===== src/rtl/ccu_pkg.sv =====
// Shared constants, result type and calendar tables for the calendar clock / Unix converter.
package ccu_pkg;

  // Calendar span covered by the year offset field (years from 2000)
  localparam int YEAR_SPAN = 64;

  // Register stages from an accepted beat to the datapath results
  localparam int PIPE_LAT = 9;

  // Day numbers (days since 1970-01-01) bounding the calendar
  localparam logic [15:0] EPOCH_DAYS = 16'd10957;
  localparam logic [15:0] LAST_DAYS  =
    16'(10957 + YEAR_SPAN * 365 + (YEAR_SPAN + 3) / 4);

  localparam logic [31:0] SECS_PER_DAY  = 32'd86400;
  localparam logic [11:0] SECS_PER_HOUR = 12'd3600;
  localparam logic [5:0]  SECS_PER_MIN  = 6'd60;

  // Seconds / 86400 is done as (seconds >> 7) / 675
  localparam logic [9:0]  DAY_DIV    = 10'd675;
  localparam logic [25:0] DAY_RECIP  = 26'd50903316;   // floor(2^35 / 675)
  localparam int          DAY_SHIFT  = 35;
  localparam logic [10:0] HOUR_RECIP = 11'd1165;       // floor(2^22 / 3600)
  localparam int          HOUR_SHIFT = 22;
  localparam logic [10:0] MIN_RECIP  = 11'd1092;       // floor(2^16 / 60)
  localparam int          MIN_SHIFT  = 16;
  localparam logic [10:0] QUAD_DAYS  = 11'd1461;       // days in a four-year block
  localparam logic [15:0] QUAD_RECIP = 16'd45933;      // floor(2^26 / 1461)
  localparam int          QUAD_SHIFT = 26;

  // One converted result plus its convertible flag
  typedef struct packed {
    logic        ok;
    logic [31:0] data;
  } ccu_res_t;

  // Days in the year before the first of month mon (1..12)
  function automatic logic [8:0] month_start(input logic [3:0] mon, input logic leap);
    logic [8:0] base;
    case (mon)
      4'd1:    base = 9'd0;
      4'd2:    base = 9'd31;
      4'd3:    base = 9'd59;
      4'd4:    base = 9'd90;
      4'd5:    base = 9'd120;
      4'd6:    base = 9'd151;
      4'd7:    base = 9'd181;
      4'd8:    base = 9'd212;
      4'd9:    base = 9'd243;
      4'd10:   base = 9'd273;
      4'd11:   base = 9'd304;
      4'd12:   base = 9'd334;
      default: base = 9'd0;
    endcase
    month_start = base + ((leap && (mon > 4'd2)) ? 9'd1 : 9'd0);
  endfunction

  // Length of month mon (1..12); zero for codes that are not months
  function automatic logic [4:0] month_len(input logic [3:0] mon, input logic leap);
    logic [4:0] len;
    case (mon) inside
      4'd2:                                         len = leap ? 5'd29 : 5'd28;
      4'd4, 4'd6, 4'd9, 4'd11:                      len = 5'd30;
      4'd1, 4'd3, 4'd5, 4'd7, 4'd8, 4'd10, 4'd12:   len = 5'd31;
      default:                                      len = 5'd0;
    endcase
    month_len = len;
  endfunction

endpackage


===== src/rtl/calendar_clock_unix_converter_top.sv =====
// Top level of the calendar clock / Unix seconds converter.
//
// Command channel: a beat (mode, clock_word, unix_seconds) is taken at each
// rising edge with start high and busy low. busy is low except during reset,
// so a new beat can be taken every cycle.
// mode 0 turns the packed clock word into Unix seconds; mode 1 turns Unix
// seconds into a packed clock word. Both directions run side by side in a
// nine-stage pipeline and the mode picks the result at the output register.
// Result channel: done is high for exactly one cycle per beat, set from the
// output register at the end of the pipeline, with valid_res, unix_result and clock_result.
// Results of rejected inputs, and the result field of the other direction,
// are zero. Throughput is one beat per cycle outside reset; the receiver cannot
// stall: results leave on their cycle whether taken or not.
// Reset (rst, synchronous) clears the valid bits of all stages, so beats
// in flight are dropped and done stays low until new beats emerge.
module calendar_clock_unix_converter_top import ccu_pkg::*; (
  input  logic        clk,
  input  logic        rst,
  input  logic        start,
  output logic        busy,
  input  logic        mode,
  input  logic [31:0] clock_word,
  input  logic [31:0] unix_seconds,
  output logic        done,
  output logic        valid_res,
  output logic [31:0] unix_result,
  output logic [31:0] clock_result
);

  logic     vld [PIPE_LAT];
  logic     md  [PIPE_LAT];
  ccu_res_t tu_res;
  ccu_res_t fu_res;

  assign busy = rst;

  ccu_to_unix u_to_unix (
    .clk        (clk),
    .clock_word (clock_word),
    .res        (tu_res)
  );

  ccu_from_unix u_from_unix (
    .clk          (clk),
    .unix_seconds (unix_seconds),
    .res          (fu_res)
  );

  // Valid and mode travel alongside the datapath stages
  always_ff @(posedge clk) begin
    if (rst) begin
      for (int i = 0; i < PIPE_LAT; i++) begin
        vld[i] <= 1'b0;
      end
    end else begin
      vld[0] <= start & ~busy;
      for (int i = 1; i < PIPE_LAT; i++) begin
        vld[i] <= vld[i-1];
      end
    end
  end

  always_ff @(posedge clk) begin
    md[0] <= mode;
    for (int i = 1; i < PIPE_LAT; i++) begin
      md[i] <= md[i-1];
    end
  end

  // Output register: pick the direction and strobe the beat
  always_ff @(posedge clk) begin
    if (rst) begin
      done <= 1'b0;
    end else begin
      done <= vld[PIPE_LAT-1];
    end
  end

  always_ff @(posedge clk) begin
    valid_res    <= md[PIPE_LAT-1] ? fu_res.ok : tu_res.ok;
    unix_result  <= md[PIPE_LAT-1] ? 32'd0 : tu_res.data;
    clock_result <= md[PIPE_LAT-1] ? fu_res.data : 32'd0;
  end

endmodule


===== src/rtl/ccu_to_unix.sv =====
// Clock word to Unix seconds pipeline: field check, day number, scale by a day, add time of day.
module ccu_to_unix import ccu_pkg::*; (
  input  logic        clk,
  input  logic [31:0] clock_word,
  output ccu_res_t    res
);

  localparam int DLY = PIPE_LAT - 2;

  logic [5:0]  sec;
  logic [5:0]  min;
  logic [4:0]  hour;
  logic [4:0]  day;
  logic [3:0]  mon;
  logic [5:0]  yoff;
  logic        leap;
  logic        ok1;
  logic [15:0] days1;
  logic [16:0] tod1;

  logic        s1_ok;
  logic [15:0] s1_days;
  logic [16:0] s1_tod;
  logic        s2_ok;
  logic [31:0] s2_prod;
  logic [16:0] s2_tod;
  ccu_res_t    dly [DLY];

  // Stage 1: unpack, range check, day number and time of day
  always_comb begin
    sec  = clock_word[5:0];
    min  = clock_word[11:6];
    hour = clock_word[16:12];
    day  = clock_word[21:17];
    mon  = clock_word[25:22];
    yoff = clock_word[31:26];
    leap = (yoff[1:0] == 2'b00);
    ok1  = ({1'b0, yoff} < 7'(YEAR_SPAN)) && (hour <= 5'd23) && (min <= 6'd59) &&
           (sec <= 6'd59) && (mon != 4'd0) && (mon <= 4'd12) && (day != 5'd0) &&
           (day <= month_len(mon, leap));
    days1 = EPOCH_DAYS + 16'(yoff) * 16'd365 + 16'((7'(yoff) + 7'd3) >> 2) +
            16'(month_start(mon, leap)) + 16'(day) - 16'd1;
    tod1  = 17'(hour) * 17'(SECS_PER_HOUR) + 17'(min) * 17'(SECS_PER_MIN) + 17'(sec);
  end

  always_ff @(posedge clk) begin
    s1_ok   <= ok1;
    s1_days <= days1;
    s1_tod  <= tod1;
  end

  // Stage 2: days to seconds
  always_ff @(posedge clk) begin
    s2_ok   <= s1_ok;
    s2_prod <= 32'(s1_days) * SECS_PER_DAY;
    s2_tod  <= s1_tod;
  end

  // Stage 3: final add, then delay to line up with the other direction
  always_ff @(posedge clk) begin
    dly[0].ok   <= s2_ok;
    dly[0].data <= s2_ok ? (s2_prod + 32'(s2_tod)) : 32'd0;
    for (int i = 1; i < DLY; i++) begin
      dly[i] <= dly[i-1];
    end
  end

  assign res = dly[DLY-1];

endmodule


===== src/rtl/ccu_from_unix.sv =====
// Unix seconds to clock word pipeline: constant divisions by reciprocal and correction.
module ccu_from_unix import ccu_pkg::*; (
  input  logic        clk,
  input  logic [31:0] unix_seconds,
  output ccu_res_t    res
);

  // Stage registers
  logic [24:0] r1_x;
  logic [6:0]  r1_lo;
  logic [50:0] r1_prod;

  logic [15:0] r2_q;
  logic [10:0] r2_r;
  logic [6:0]  r2_lo;

  logic        r3_ok;
  logic [16:0] r3_sod;
  logic [14:0] r3_n;

  logic        r4_ok;
  logic [16:0] r4_sod;
  logic [14:0] r4_n;
  logic [27:0] r4_hp;
  logic [30:0] r4_np;

  logic        r5_ok;
  logic [4:0]  r5_h;
  logic [12:0] r5_rh;
  logic [4:0]  r5_q;
  logic [11:0] r5_r4;

  logic        r6_ok;
  logic [4:0]  r6_hour;
  logic [11:0] r6_rm;
  logic [5:0]  r6_yoff;
  logic [8:0]  r6_doy;
  logic        r6_leap;

  logic        r7_ok;
  logic [22:0] r7_mp;
  logic [11:0] r7_rm;
  logic [3:0]  r7_mon;
  logic [4:0]  r7_day;
  logic [4:0]  r7_hour;
  logic [5:0]  r7_yoff;

  logic        r8_ok;
  logic [5:0]  r8_min;
  logic [6:0]  r8_rs;
  logic [3:0]  r8_mon;
  logic [4:0]  r8_day;
  logic [4:0]  r8_hour;
  logic [5:0]  r8_yoff;

  // Combinational values per stage
  logic [15:0] q0;
  logic [25:0] qm;
  logic [25:0] rfull;
  logic        dover;
  logic [15:0] days;
  logic [10:0] remd;
  logic [4:0]  h0;
  logic [16:0] hm;
  logic [4:0]  q40;
  logic [14:0] qm4;
  logic        hov;
  logic        qov;
  logic [11:0] rq;
  logic [1:0]  yib;
  logic [10:0] ystart;
  logic [6:0]  yfull;
  logic [3:0]  mon7;
  logic [8:0]  mday;
  logic [5:0]  m0;
  logic [11:0] mm;
  logic        mov;

  // Stage 1: seconds / 86400 estimate
  always_ff @(posedge clk) begin
    r1_x    <= unix_seconds[31:7];
    r1_lo   <= unix_seconds[6:0];
    r1_prod <= 51'(unix_seconds[31:7]) * 51'(DAY_RECIP);
  end

  // Stage 2: day estimate and its remainder
  always_comb begin
    q0    = r1_prod[DAY_SHIFT +: 16];
    qm    = 26'(q0) * 26'(DAY_DIV);
    rfull = {1'b0, r1_x} - qm;
  end

  always_ff @(posedge clk) begin
    r2_q  <= q0;
    r2_r  <= rfull[10:0];
    r2_lo <= r1_lo;
  end

  // Stage 3: correct day number, second of day, calendar range
  always_comb begin
    dover = (r2_r >= 11'(DAY_DIV));
    days  = r2_q + 16'(dover);
    remd  = dover ? (r2_r - 11'(DAY_DIV)) : r2_r;
  end

  always_ff @(posedge clk) begin
    r3_ok  <= (days >= EPOCH_DAYS) && (days < LAST_DAYS);
    r3_sod <= {remd[9:0], r2_lo};
    r3_n   <= 15'(days - EPOCH_DAYS);
  end

  // Stage 4: hour and four-year block estimates
  always_ff @(posedge clk) begin
    r4_ok  <= r3_ok;
    r4_sod <= r3_sod;
    r4_n   <= r3_n;
    r4_hp  <= 28'(r3_sod) * 28'(HOUR_RECIP);
    r4_np  <= 31'(r3_n) * 31'(QUAD_RECIP);
  end

  // Stage 5: remainders of the estimates
  always_comb begin
    h0  = r4_hp[HOUR_SHIFT +: 5];
    hm  = 17'(h0) * 17'(SECS_PER_HOUR);
    q40 = r4_np[QUAD_SHIFT +: 5];
    qm4 = 15'(q40) * 15'(QUAD_DAYS);
  end

  always_ff @(posedge clk) begin
    r5_ok <= r4_ok;
    r5_h  <= h0;
    r5_rh <= 13'(r4_sod - hm);
    r5_q  <= q40;
    r5_r4 <= 12'(r4_n - qm4);
  end

  // Stage 6: correct hour and block, year within block, day of year
  always_comb begin
    hov = (r5_rh >= 13'(SECS_PER_HOUR));
    qov = (r5_r4 >= 12'(QUAD_DAYS));
    rq  = qov ? (r5_r4 - 12'(QUAD_DAYS)) : r5_r4;
    // first year of a block is the leap year
    if (rq < 12'd366) begin
      yib    = 2'd0;
      ystart = 11'd0;
    end else if (rq < 12'd731) begin
      yib    = 2'd1;
      ystart = 11'd366;
    end else if (rq < 12'd1096) begin
      yib    = 2'd2;
      ystart = 11'd731;
    end else begin
      yib    = 2'd3;
      ystart = 11'd1096;
    end
    yfull = {5'(r5_q + 5'(qov)), yib};
  end

  always_ff @(posedge clk) begin
    r6_ok   <= r5_ok;
    r6_hour <= r5_h + 5'(hov);
    r6_rm   <= hov ? 12'(r5_rh - 13'(SECS_PER_HOUR)) : r5_rh[11:0];
    r6_yoff <= yfull[5:0];
    r6_doy  <= 9'(rq - 12'(ystart));
    r6_leap <= (yib == 2'd0);
  end

  // Stage 7: month and day, minute estimate
  always_comb begin
    mon7 = 4'd1;
    for (int k = 2; k <= 12; k++) begin
      if (r6_doy >= month_start(4'(k), r6_leap)) mon7 = 4'(k);
    end
    mday = r6_doy - month_start(mon7, r6_leap) + 9'd1;
  end

  always_ff @(posedge clk) begin
    r7_ok   <= r6_ok;
    r7_mp   <= 23'(r6_rm) * 23'(MIN_RECIP);
    r7_rm   <= r6_rm;
    r7_mon  <= mon7;
    r7_day  <= mday[4:0];
    r7_hour <= r6_hour;
    r7_yoff <= r6_yoff;
  end

  // Stage 8: minute estimate remainder
  always_comb begin
    m0 = r7_mp[MIN_SHIFT +: 6];
    mm = 12'(m0) * 12'(SECS_PER_MIN);
  end

  always_ff @(posedge clk) begin
    r8_ok   <= r7_ok;
    r8_min  <= m0;
    r8_rs   <= 7'(r7_rm - mm);
    r8_mon  <= r7_mon;
    r8_day  <= r7_day;
    r8_hour <= r7_hour;
    r8_yoff <= r7_yoff;
  end

  // Stage 9: correct minute and second, pack the clock word
  assign mov = (r8_rs >= 7'(SECS_PER_MIN));

  always_ff @(posedge clk) begin
    res.ok   <= r8_ok;
    res.data <= r8_ok ? {r8_yoff, r8_mon, r8_day, r8_hour, 6'(r8_min + 6'(mov)),
                         mov ? 6'(r8_rs - 7'(SECS_PER_MIN)) : r8_rs[5:0]} : 32'd0;
  end

endmodule

===== config.mk =====
export PLATFORM = sky130hd
export DESIGN_NAME = calendar_clock_unix_converter_top
export DESIGN_NICKNAME = d
export VERILOG_FILES = /design/src/rtl/ccu_pkg.sv /design/src/rtl/calendar_clock_unix_converter_top.sv /design/src/rtl/ccu_to_unix.sv /design/src/rtl/ccu_from_unix.sv
export SDC_FILE = /design/constraint.sdc
export NUM_CORES = 2
export LEC_CHECK = 0
export ABC_CLOCK_PERIOD_IN_PS = 6500
export BUFFER_PORTS_ARGS = -buffer_cell sky130_fd_sc_hd__buf_2
export CAP_MARGIN = 20
export CORE_AREA = 4 4 351 439
export DETAILED_ROUTE_END_ITERATION = 10
export DIE_AREA = 0 0 355 443
export PLACE_DENSITY_LB_ADDON = 0.05
export SLEW_MARGIN = 20
export SYNTH_ARGS = -nofsm -noshare
export SYNTH_HDL_FRONTEND = slang
export SYNTH_SLANG_ARGS = --single-unit
export TNS_END_PERCENT = 20

===== constraint.sdc =====
create_clock -name clk -period 6.5 [get_ports clk]
set_clock_uncertainty 0.2 [all_clocks]
set_input_delay 0.65 -clock clk [delete_from_list [all_inputs] [get_ports clk]]
set_output_delay 0.65 -clock clk [all_outputs]
set_load 0.05 [all_outputs]

# After elaboration in Yosys (flattened, before gate mapping)

Memories as Yosys holds them, arrays and structs flattened. A register that Yosys moved wholly into a read port is not among the register bits.
Cells that the tools add are included.
W data, S select, Z words.

Bits in registers: 544
RAM bits: 249
ROM bits: 288
Output and inout bits: 67
Logic and storage cells: 211
Memories kept: 5

Add/sub/neg operators: 37
Multiply operators: 12
Magnitude comparators: 27
Eq/ne operators: 12
Mux-type cells: 42
Bitwise gates (word level): 11
Reduce and logical (&&, ||, !) cells: 15

Memory list:

| name             | depth | width | read ports | clocked after Yosys merged registers in | wr ports | RTL line                                | RTL |
|---|---|---|---|---|---|---|---|
| u_to_unix.dly    | 7     | 33    | 7          | 0                                       | 7        | ccu_to_unix.sv:27                       | `ccu_res_t dly [DLY];` |
| (name not given) | 16    | 9     | 1          | 0                                       | 0        | ccu_pkg.sv:40                           | `case (mon)` |
| (name not given) | 16    | 9     | 1          | 0                                       | 0        | ccu_pkg.sv:40                           |  |
| md               | 9     | 1     | 9          | 0                                       | 9        | calendar_clock_unix_converter_top.sv:31 | `logic md [PIPE_LAT];` |
| vld              | 9     | 1     | 9          | 1                                       | 9        | calendar_clock_unix_converter_top.sv:30 | `logic vld [PIPE_LAT];` |

Operator list:

| cell                     | number |
|---|---|
| $ge A9 B9 Y1             | 10 |
| $mul A25 B24 Y49 const B | 1 |
| $add A8 B9 Y9 const A    | 4 |
| $add A32 B17 Y32         | 1 |
| $mux W32                 | 1 |
| $mul A15 B16 Y31 const B | 1 |
| $add A9 B9 Y9 const A    | 3 |
| $mul A17 B11 Y27 const B | 1 |
| $mul A16 B10 Y25 const B | 1 |
| $mux W12                 | 2 |
| $eq A4 B4 Y1 const B     | 5 |
| $mul A12 B9 Y20 const B  | 1 |
| $mux W4                  | 5 |
| $add A7 B9 Y9 const A    | 2 |
| $mux W1                  | 18 |
| $mux W9                  | 2 |
| $add A17 B12 Y17         | 1 |
| $add A17 B6 Y17          | 1 |
| $add A14 B15 Y16 const A | 1 |
| $add A16 B1 Y16          | 1 |
| $add A16 B14 Y16         | 1 |
| $add A16 B5 Y16          | 1 |
| $add A16 B9 Y16          | 1 |
| $eq A4 B3 Y1 const B     | 4 |
| 59 further kinds         | 87 |

# Longest topological paths before layout

Word-level depth: 19
Depth in mapped cells: 28
Mapped depth without buffers: 28

# Cells and area by module

From an unflattened synthesis, not the netlist that was laid out.

Cell total of the unflattened synthesis: 4237
Area total of the unflattened synthesis: 45155.8 µm²

By module, submodules not included:

| module                            | instances | cells each | area each (µm²) | sequential area each (µm²) |
|---|---|---|---|---|
| ccu_from_unix                     | 1         | 2771       | 28681.3         | 6145.9 |
| ccu_to_unix                       | 1         | 1299       | 14254.9         | 6165.9 |
| calendar_clock_unix_converter_top | 1         | 167        | 2219.6          | 1681.6 |

# Worst setup path after synthesis

No wires, ideal clock.

Kind: input to register
Start: input port clock_word[25]
End: register u_to_unix.s1_days[13]
Arrival: 6.229 ns
Required time: 6.182 ns
Setup slack: -0.047 ns
Stages: 25
Path buffers: 2
Path through: clkbuf_1 -> clkbuf_1 -> nand2_1 -> o22ai_1 -> ha_1 -> ha_1 -> and3b_1 -> xor2_1 -> fa_1 -> fa_1 -> fa_1 -> fa_1 -> ha_1 -> inv_1 -> fa_1 -> nor2b_1 -> o21ai_0 -> a21boi_0 -> o21ai_0 -> a21boi_0 -> o21ai_0 -> a21boi_0 -> o21ai_0 -> nor2b_1 -> xnor2_1

Word-level cells in the longest chain between the ends: 7
Elaborated cells on any way between the ends: 8
Classes of those cells: add/sub: 4; order compare: 1; mux: 1; reduce/logical: 1; memory: 1

RTL lines:

| what                    | RTL line                                | RTL |
|---|---|---|
| from (decl)             | calendar_clock_unix_converter_top.sv:22 | `input logic [31:0] clock_word,` |
| $gt A4 B2 Y1            | ccu_pkg.sv:55                           | `month_start = base + ((leap && (mon > 4'd2)) ? 9'd1 : 9'd0);` |
| $logic_and A1 B1 Y1     | ccu_pkg.sv:55                           |  |
| $mux W1                 | ccu_pkg.sv:55                           |  |
| $add A9 B9 Y9 *         | ccu_pkg.sv:55                           |  |
| $add A16 B9 Y16 *       | ccu_to_unix.sv:41                       | `days1 = EPOCH_DAYS + 16'(yoff) * 16'd365 + 16'((7'(yoff) + 7'd3) >> 2) +` |
| $add A16 B5 Y16 *       | ccu_to_unix.sv:42                       | `16'(month_start(mon, leap)) + 16'(day) - 16'd1;` |
| $sub A16 B1 Y16 *       | ccu_to_unix.sv:42                       |  |
| net u_to_unix.days1[13] | ccu_to_unix.sv:18                       | `logic [15:0] days1;` |
| to (signal assigned)    | ccu_to_unix.sv:48                       | `s1_days <= days1;` |
| to (decl)               | ccu_to_unix.sv:22                       | `logic [15:0] s1_days;` |

Mark *: on every way through the listed nets, which the timed path passes. The rest lies on a longest branch.
A chain may end at the register's enable or synchronous reset.

# Worst setup path in the final report

Start: register u_from_unix.r3_n[12]
End: register u_from_unix.r4_np[30]

Word-level cells in the longest chain between the ends: 1

RTL lines:

| what                   | RTL line             | RTL |
|---|---|---|
| from (decl)            | ccu_from_unix.sv:19  | `logic [14:0] r3_n;` |
| from (signal assigned) | ccu_from_unix.sv:109 | `r3_n <= 15'(days - EPOCH_DAYS);` |
| $mul A15 B16 Y31       | ccu_from_unix.sv:118 | `r4_np <= 31'(r3_n) * 31'(QUAD_RECIP);` |
| to (signal assigned)   | ccu_from_unix.sv:118 |  |
| to (decl)              | ccu_from_unix.sv:25  | `logic [30:0] r4_np;` |

No other way between the ends.

==> flow_metrics.py <==
metrics = {
    "place": {
        "place_area_sq_mm": 0.0491,
        "gp_congestion": 0.770,
        "dp_hpwl_um": 78300,
        "pre_cts_ws_ns": -0.536,
        "io_buffers": 134,
        "placedCellCount": 6426,
    },
    "global_routing": {
        "grt_max_degree": 66,
        "grt_pass1_vias": 29695,
        "grt_usage": 0.123,
        "antenna_found_initial": 5,
        "grt-ovfl-total": 0,
        "grt_pass1_wl_um": 155000,
    },
    "routing": {
        "dr.pass1.iters": 5,
        "route.detailed.drc": 0,
        "wirelength_um": 93100,
        "dr_total_vias": 27246,
        "drt_iter0_markers": 643,
        "wire_per_inst_um": 14.1,
        "postRouteAntennaNets": 0,
        "via_per_inst": 4.14,
    },
    "yosys": {
        "synth_fp_nets": 5496,
        "synth.most_common_cell": "ha_1",
        "syn_avg_cell_area_sq_um": 10.8,
        "synth_edf_count": 0,
        "synth_commonest_cells": "ha_1 (896), inv_1 (811), dfxtp_1 (699), fa_1 (388), xnor2_1 (171)",
        "ys_seq_area_frac": 0.313,
        "synth_top_cell_area_share": 0.313,
        "synth_area_leaders": "dfxtp_1 (31%), ha_1 (25%), fa_1 (17%)",
        "ys_types": 84,
        "synth_top_area_cell": "dfxtp_1",
        "synthCells": 4144,
        "postSynth.asyncResetShare": 0,
        "synth.ff_latch_count": 699,
        "yosys_warnings": 0,
        "synth_flop_cell": "dfxtp_1",
        "synthesis.area_sq_mm": 0.0447,
    },
    "die": {
        "die-width_um": 355,
        "start_util": 0.298,
        "core_sq_mm": 0.150,
        "dieArea_sq_mm": 0.157,
        "boundaryPins": 135,
        "die_y_um": 443,
        "rows": 159,
    },
    "sta": {
        "hold_violations": 0,
        "rsz0062_at_grt": "true",
        "fmax_mhz": 164,
        "worst_slack_ns": 0.391,
        "relSlewSlack": 0.511,
        "fin_crit_sh": 0.940,
        "min_period_ns": 6.11,
        "worst_slew_pin_slew_ns": 0.734,
        "setup_viol": 0,
        "slew_violations": 0,
    },
    "outcome": {
        "status": "complete, no violations",
    },
    "worst_setup_path": {
        "worstPathMaxFanout": 4,
        "required_ns": 6.86,
        "crit_type": "reg -> reg",
        "start_kind": "flip-flop",
        "endpoint_kind": "flip-flop",
        "crit_arrival_ns": 6.47,
    },
    "clock_network": {
        "cts_sinks": 699,
        "postCtsSetupBuffers": 0,
        "worstSkewPairLatency_ns": 0.65,
        "root_buffer": "clkbuf_16",
        "cts_tree": "yes",
        "cts_buffer_depth": 3,
        "cts_buffers": 82,
        "cts_htree_levels": 3,
        "clk_pin_slew_worst_paths_ns": 0.06,
    },
    "cells_and_area": {
        "fin_area_sq_mm": 0.0522,
        "fin_nets": 5863,
        "area_delta_synth_final_pct": 16.8,
        "instances_no_fill": 6588,
        "drive_gt1_frac": 0.108,
    },
    "run": {
        "maxCapViolations": 0,
    },
    "min_path": {
        "min_path_type": "in -> reg",
    },
}
-- flip-flops by register name (all words and copies together) (netlist names), 13 cells and up --
name / flops
u_from_unix.res: 33
u_from_unix.r2_q: 16
u_to_unix.dly: 231
clock_result: 32
u_from_unix.r3_sod: 17
unix_result: 32
u_to_unix.s2_prod: 25
u_from_unix.r4_sod: 13
u_to_unix.s1_days: 16
u_to_unix.s2_tod: 17
u_from_unix.r3_n: 15
u_from_unix.r1_prod: 16
u_to_unix.s1_tod: 17
u_from_unix.r5_rh: 13
-- worst paths after layout --
kind,depth (start not counted),from,slack (ns),end
worst max register to register,20,u_from_unix.r3_n[12]$_DFF_P_,0.39,u_from_unix.r4_np[30]$_DFF_P_
worst max-delay path,20,u_from_unix.r3_n[12]$_DFF_P_,0.39,u_from_unix.r4_np[30]$_DFF_P_
worst min register to register,0,u_from_unix.r6_yoff[3]$_DFF_P_,0.11,u_from_unix.r7_yoff[3]$_DFF_P_
worst min-delay path,2,rst,0.10,vld[8]$_SDFF_PP0_
-- cell usage in the layout, fill, tap and decap left out, types with 9 or more instances in the layout --
cell type	Yosys	routed
o21bai_1	24	24
xnor2_1	171	171
buf_2	8	134
a21o_1	64	64
nand2_1	92	92
clkbuf_16	0	84
o21ai_0	86	85
or3_1	11	11
nor2_1	112	112
nor4_1	9	9
bufinv_16	0	11
a21oi_1	138	138
nor3b_1	11	11
dlygate4sd3_1	0	13
a31oi_1	12	12
nor3_1	38	38
buf_4	3	171
a211oi_1	15	13
a21boi_0	13	10
ha_1	896	896
clkinv_2	1	13
nand4_1	17	17
nand3_1	44	44
nand2b_1	40	40
dfxtp_1	699	695
nor2b_1	78	78
fa_1	388	388
mux2i_1	12	12
clkbuf_8	0	16
and2_1	88	88
xor2_1	61	61
and3_1	15	15
inv_1	811	811
o21a_1	31	31
o31ai_1	9	9
-- worst max-delay path, cell delays in order (launching register included) --
cell      delay, ns
dfxtp_1        0.50
ha_1           0.31
inv_1          0.12
fa_1           0.46
fa_1           0.57
fa_1           0.56
inv_1          0.05
fa_1           0.50
fa_1           0.49
ha_1           0.32
a21o_1         0.21
a221oi_2       0.28
a21oi_1        0.12
o311ai_2       0.28
buf_4          0.17
a211oi_2       0.07
o21a_1         0.19
o21a_1         0.19
o21a_1         0.18
nor2_1         0.12
xnor2_1        0.15
-- metal layers --
layer	up-vias	GRT usage	routed length (um)
li1	14180	-	-
met1	12701	0.152	41500
met2	265	0.222	47100
met3	98	0.0188	2760
met4	2	0.0324	1740
met5	-	0	13
-- logic make-up after synthesis --
kind of cell / count (synthesis) / synth area share
AO/OA/AOI/OAI: 472 / 0.0694
XOR/XNOR: 233 / 0.0459
adder cells (fa/ha/maj): 1284 / 0.425
buffers and inverters: 853 / 0.0723
flip-flops: 699 / 0.313
multiplexers: 18 / 0.00445
AND/OR/NAND/NOR: 585 / 0.0699
-- stage by stage --
stage / TNS, ns / utilization / hold slack (ns)
global placement: -4.12 / 0.327 / 0.109
global route: -0.0444 / 0.348 / 0.0836
floorplan: 0 / - / 0.110
CTS: 0 / 0.348 / 0.0256
detailed placement: -4.78 / 0.327 / 0.112
finish: 0 / 0.348 / 0.100
-- area by class of cell --
cell class                      instances  area (sq um)
Multi-Input combinational cell       2592         27500
Clock inverter                         40           602
Sequential cell                       699         14000
Antenna cell                            2          5.00
Tap cell                             2012          2520
Fill cell                           15449         97800
Timing Repair Buffer                  323          2180
Inverter                              813          3050
Clock buffer                          107          2350
-- timing repair --
item                       CTS  global route
hold endpoints to repair    12             0
hold buffers                13             0
pin swaps                    0             3
gates resized for setup      1            11
setup endpoints to repair    1            12
Power is left out: the tool's default activity adds up to more than one toggle a clock period on the data nets, which glitch-free logic cannot reach.
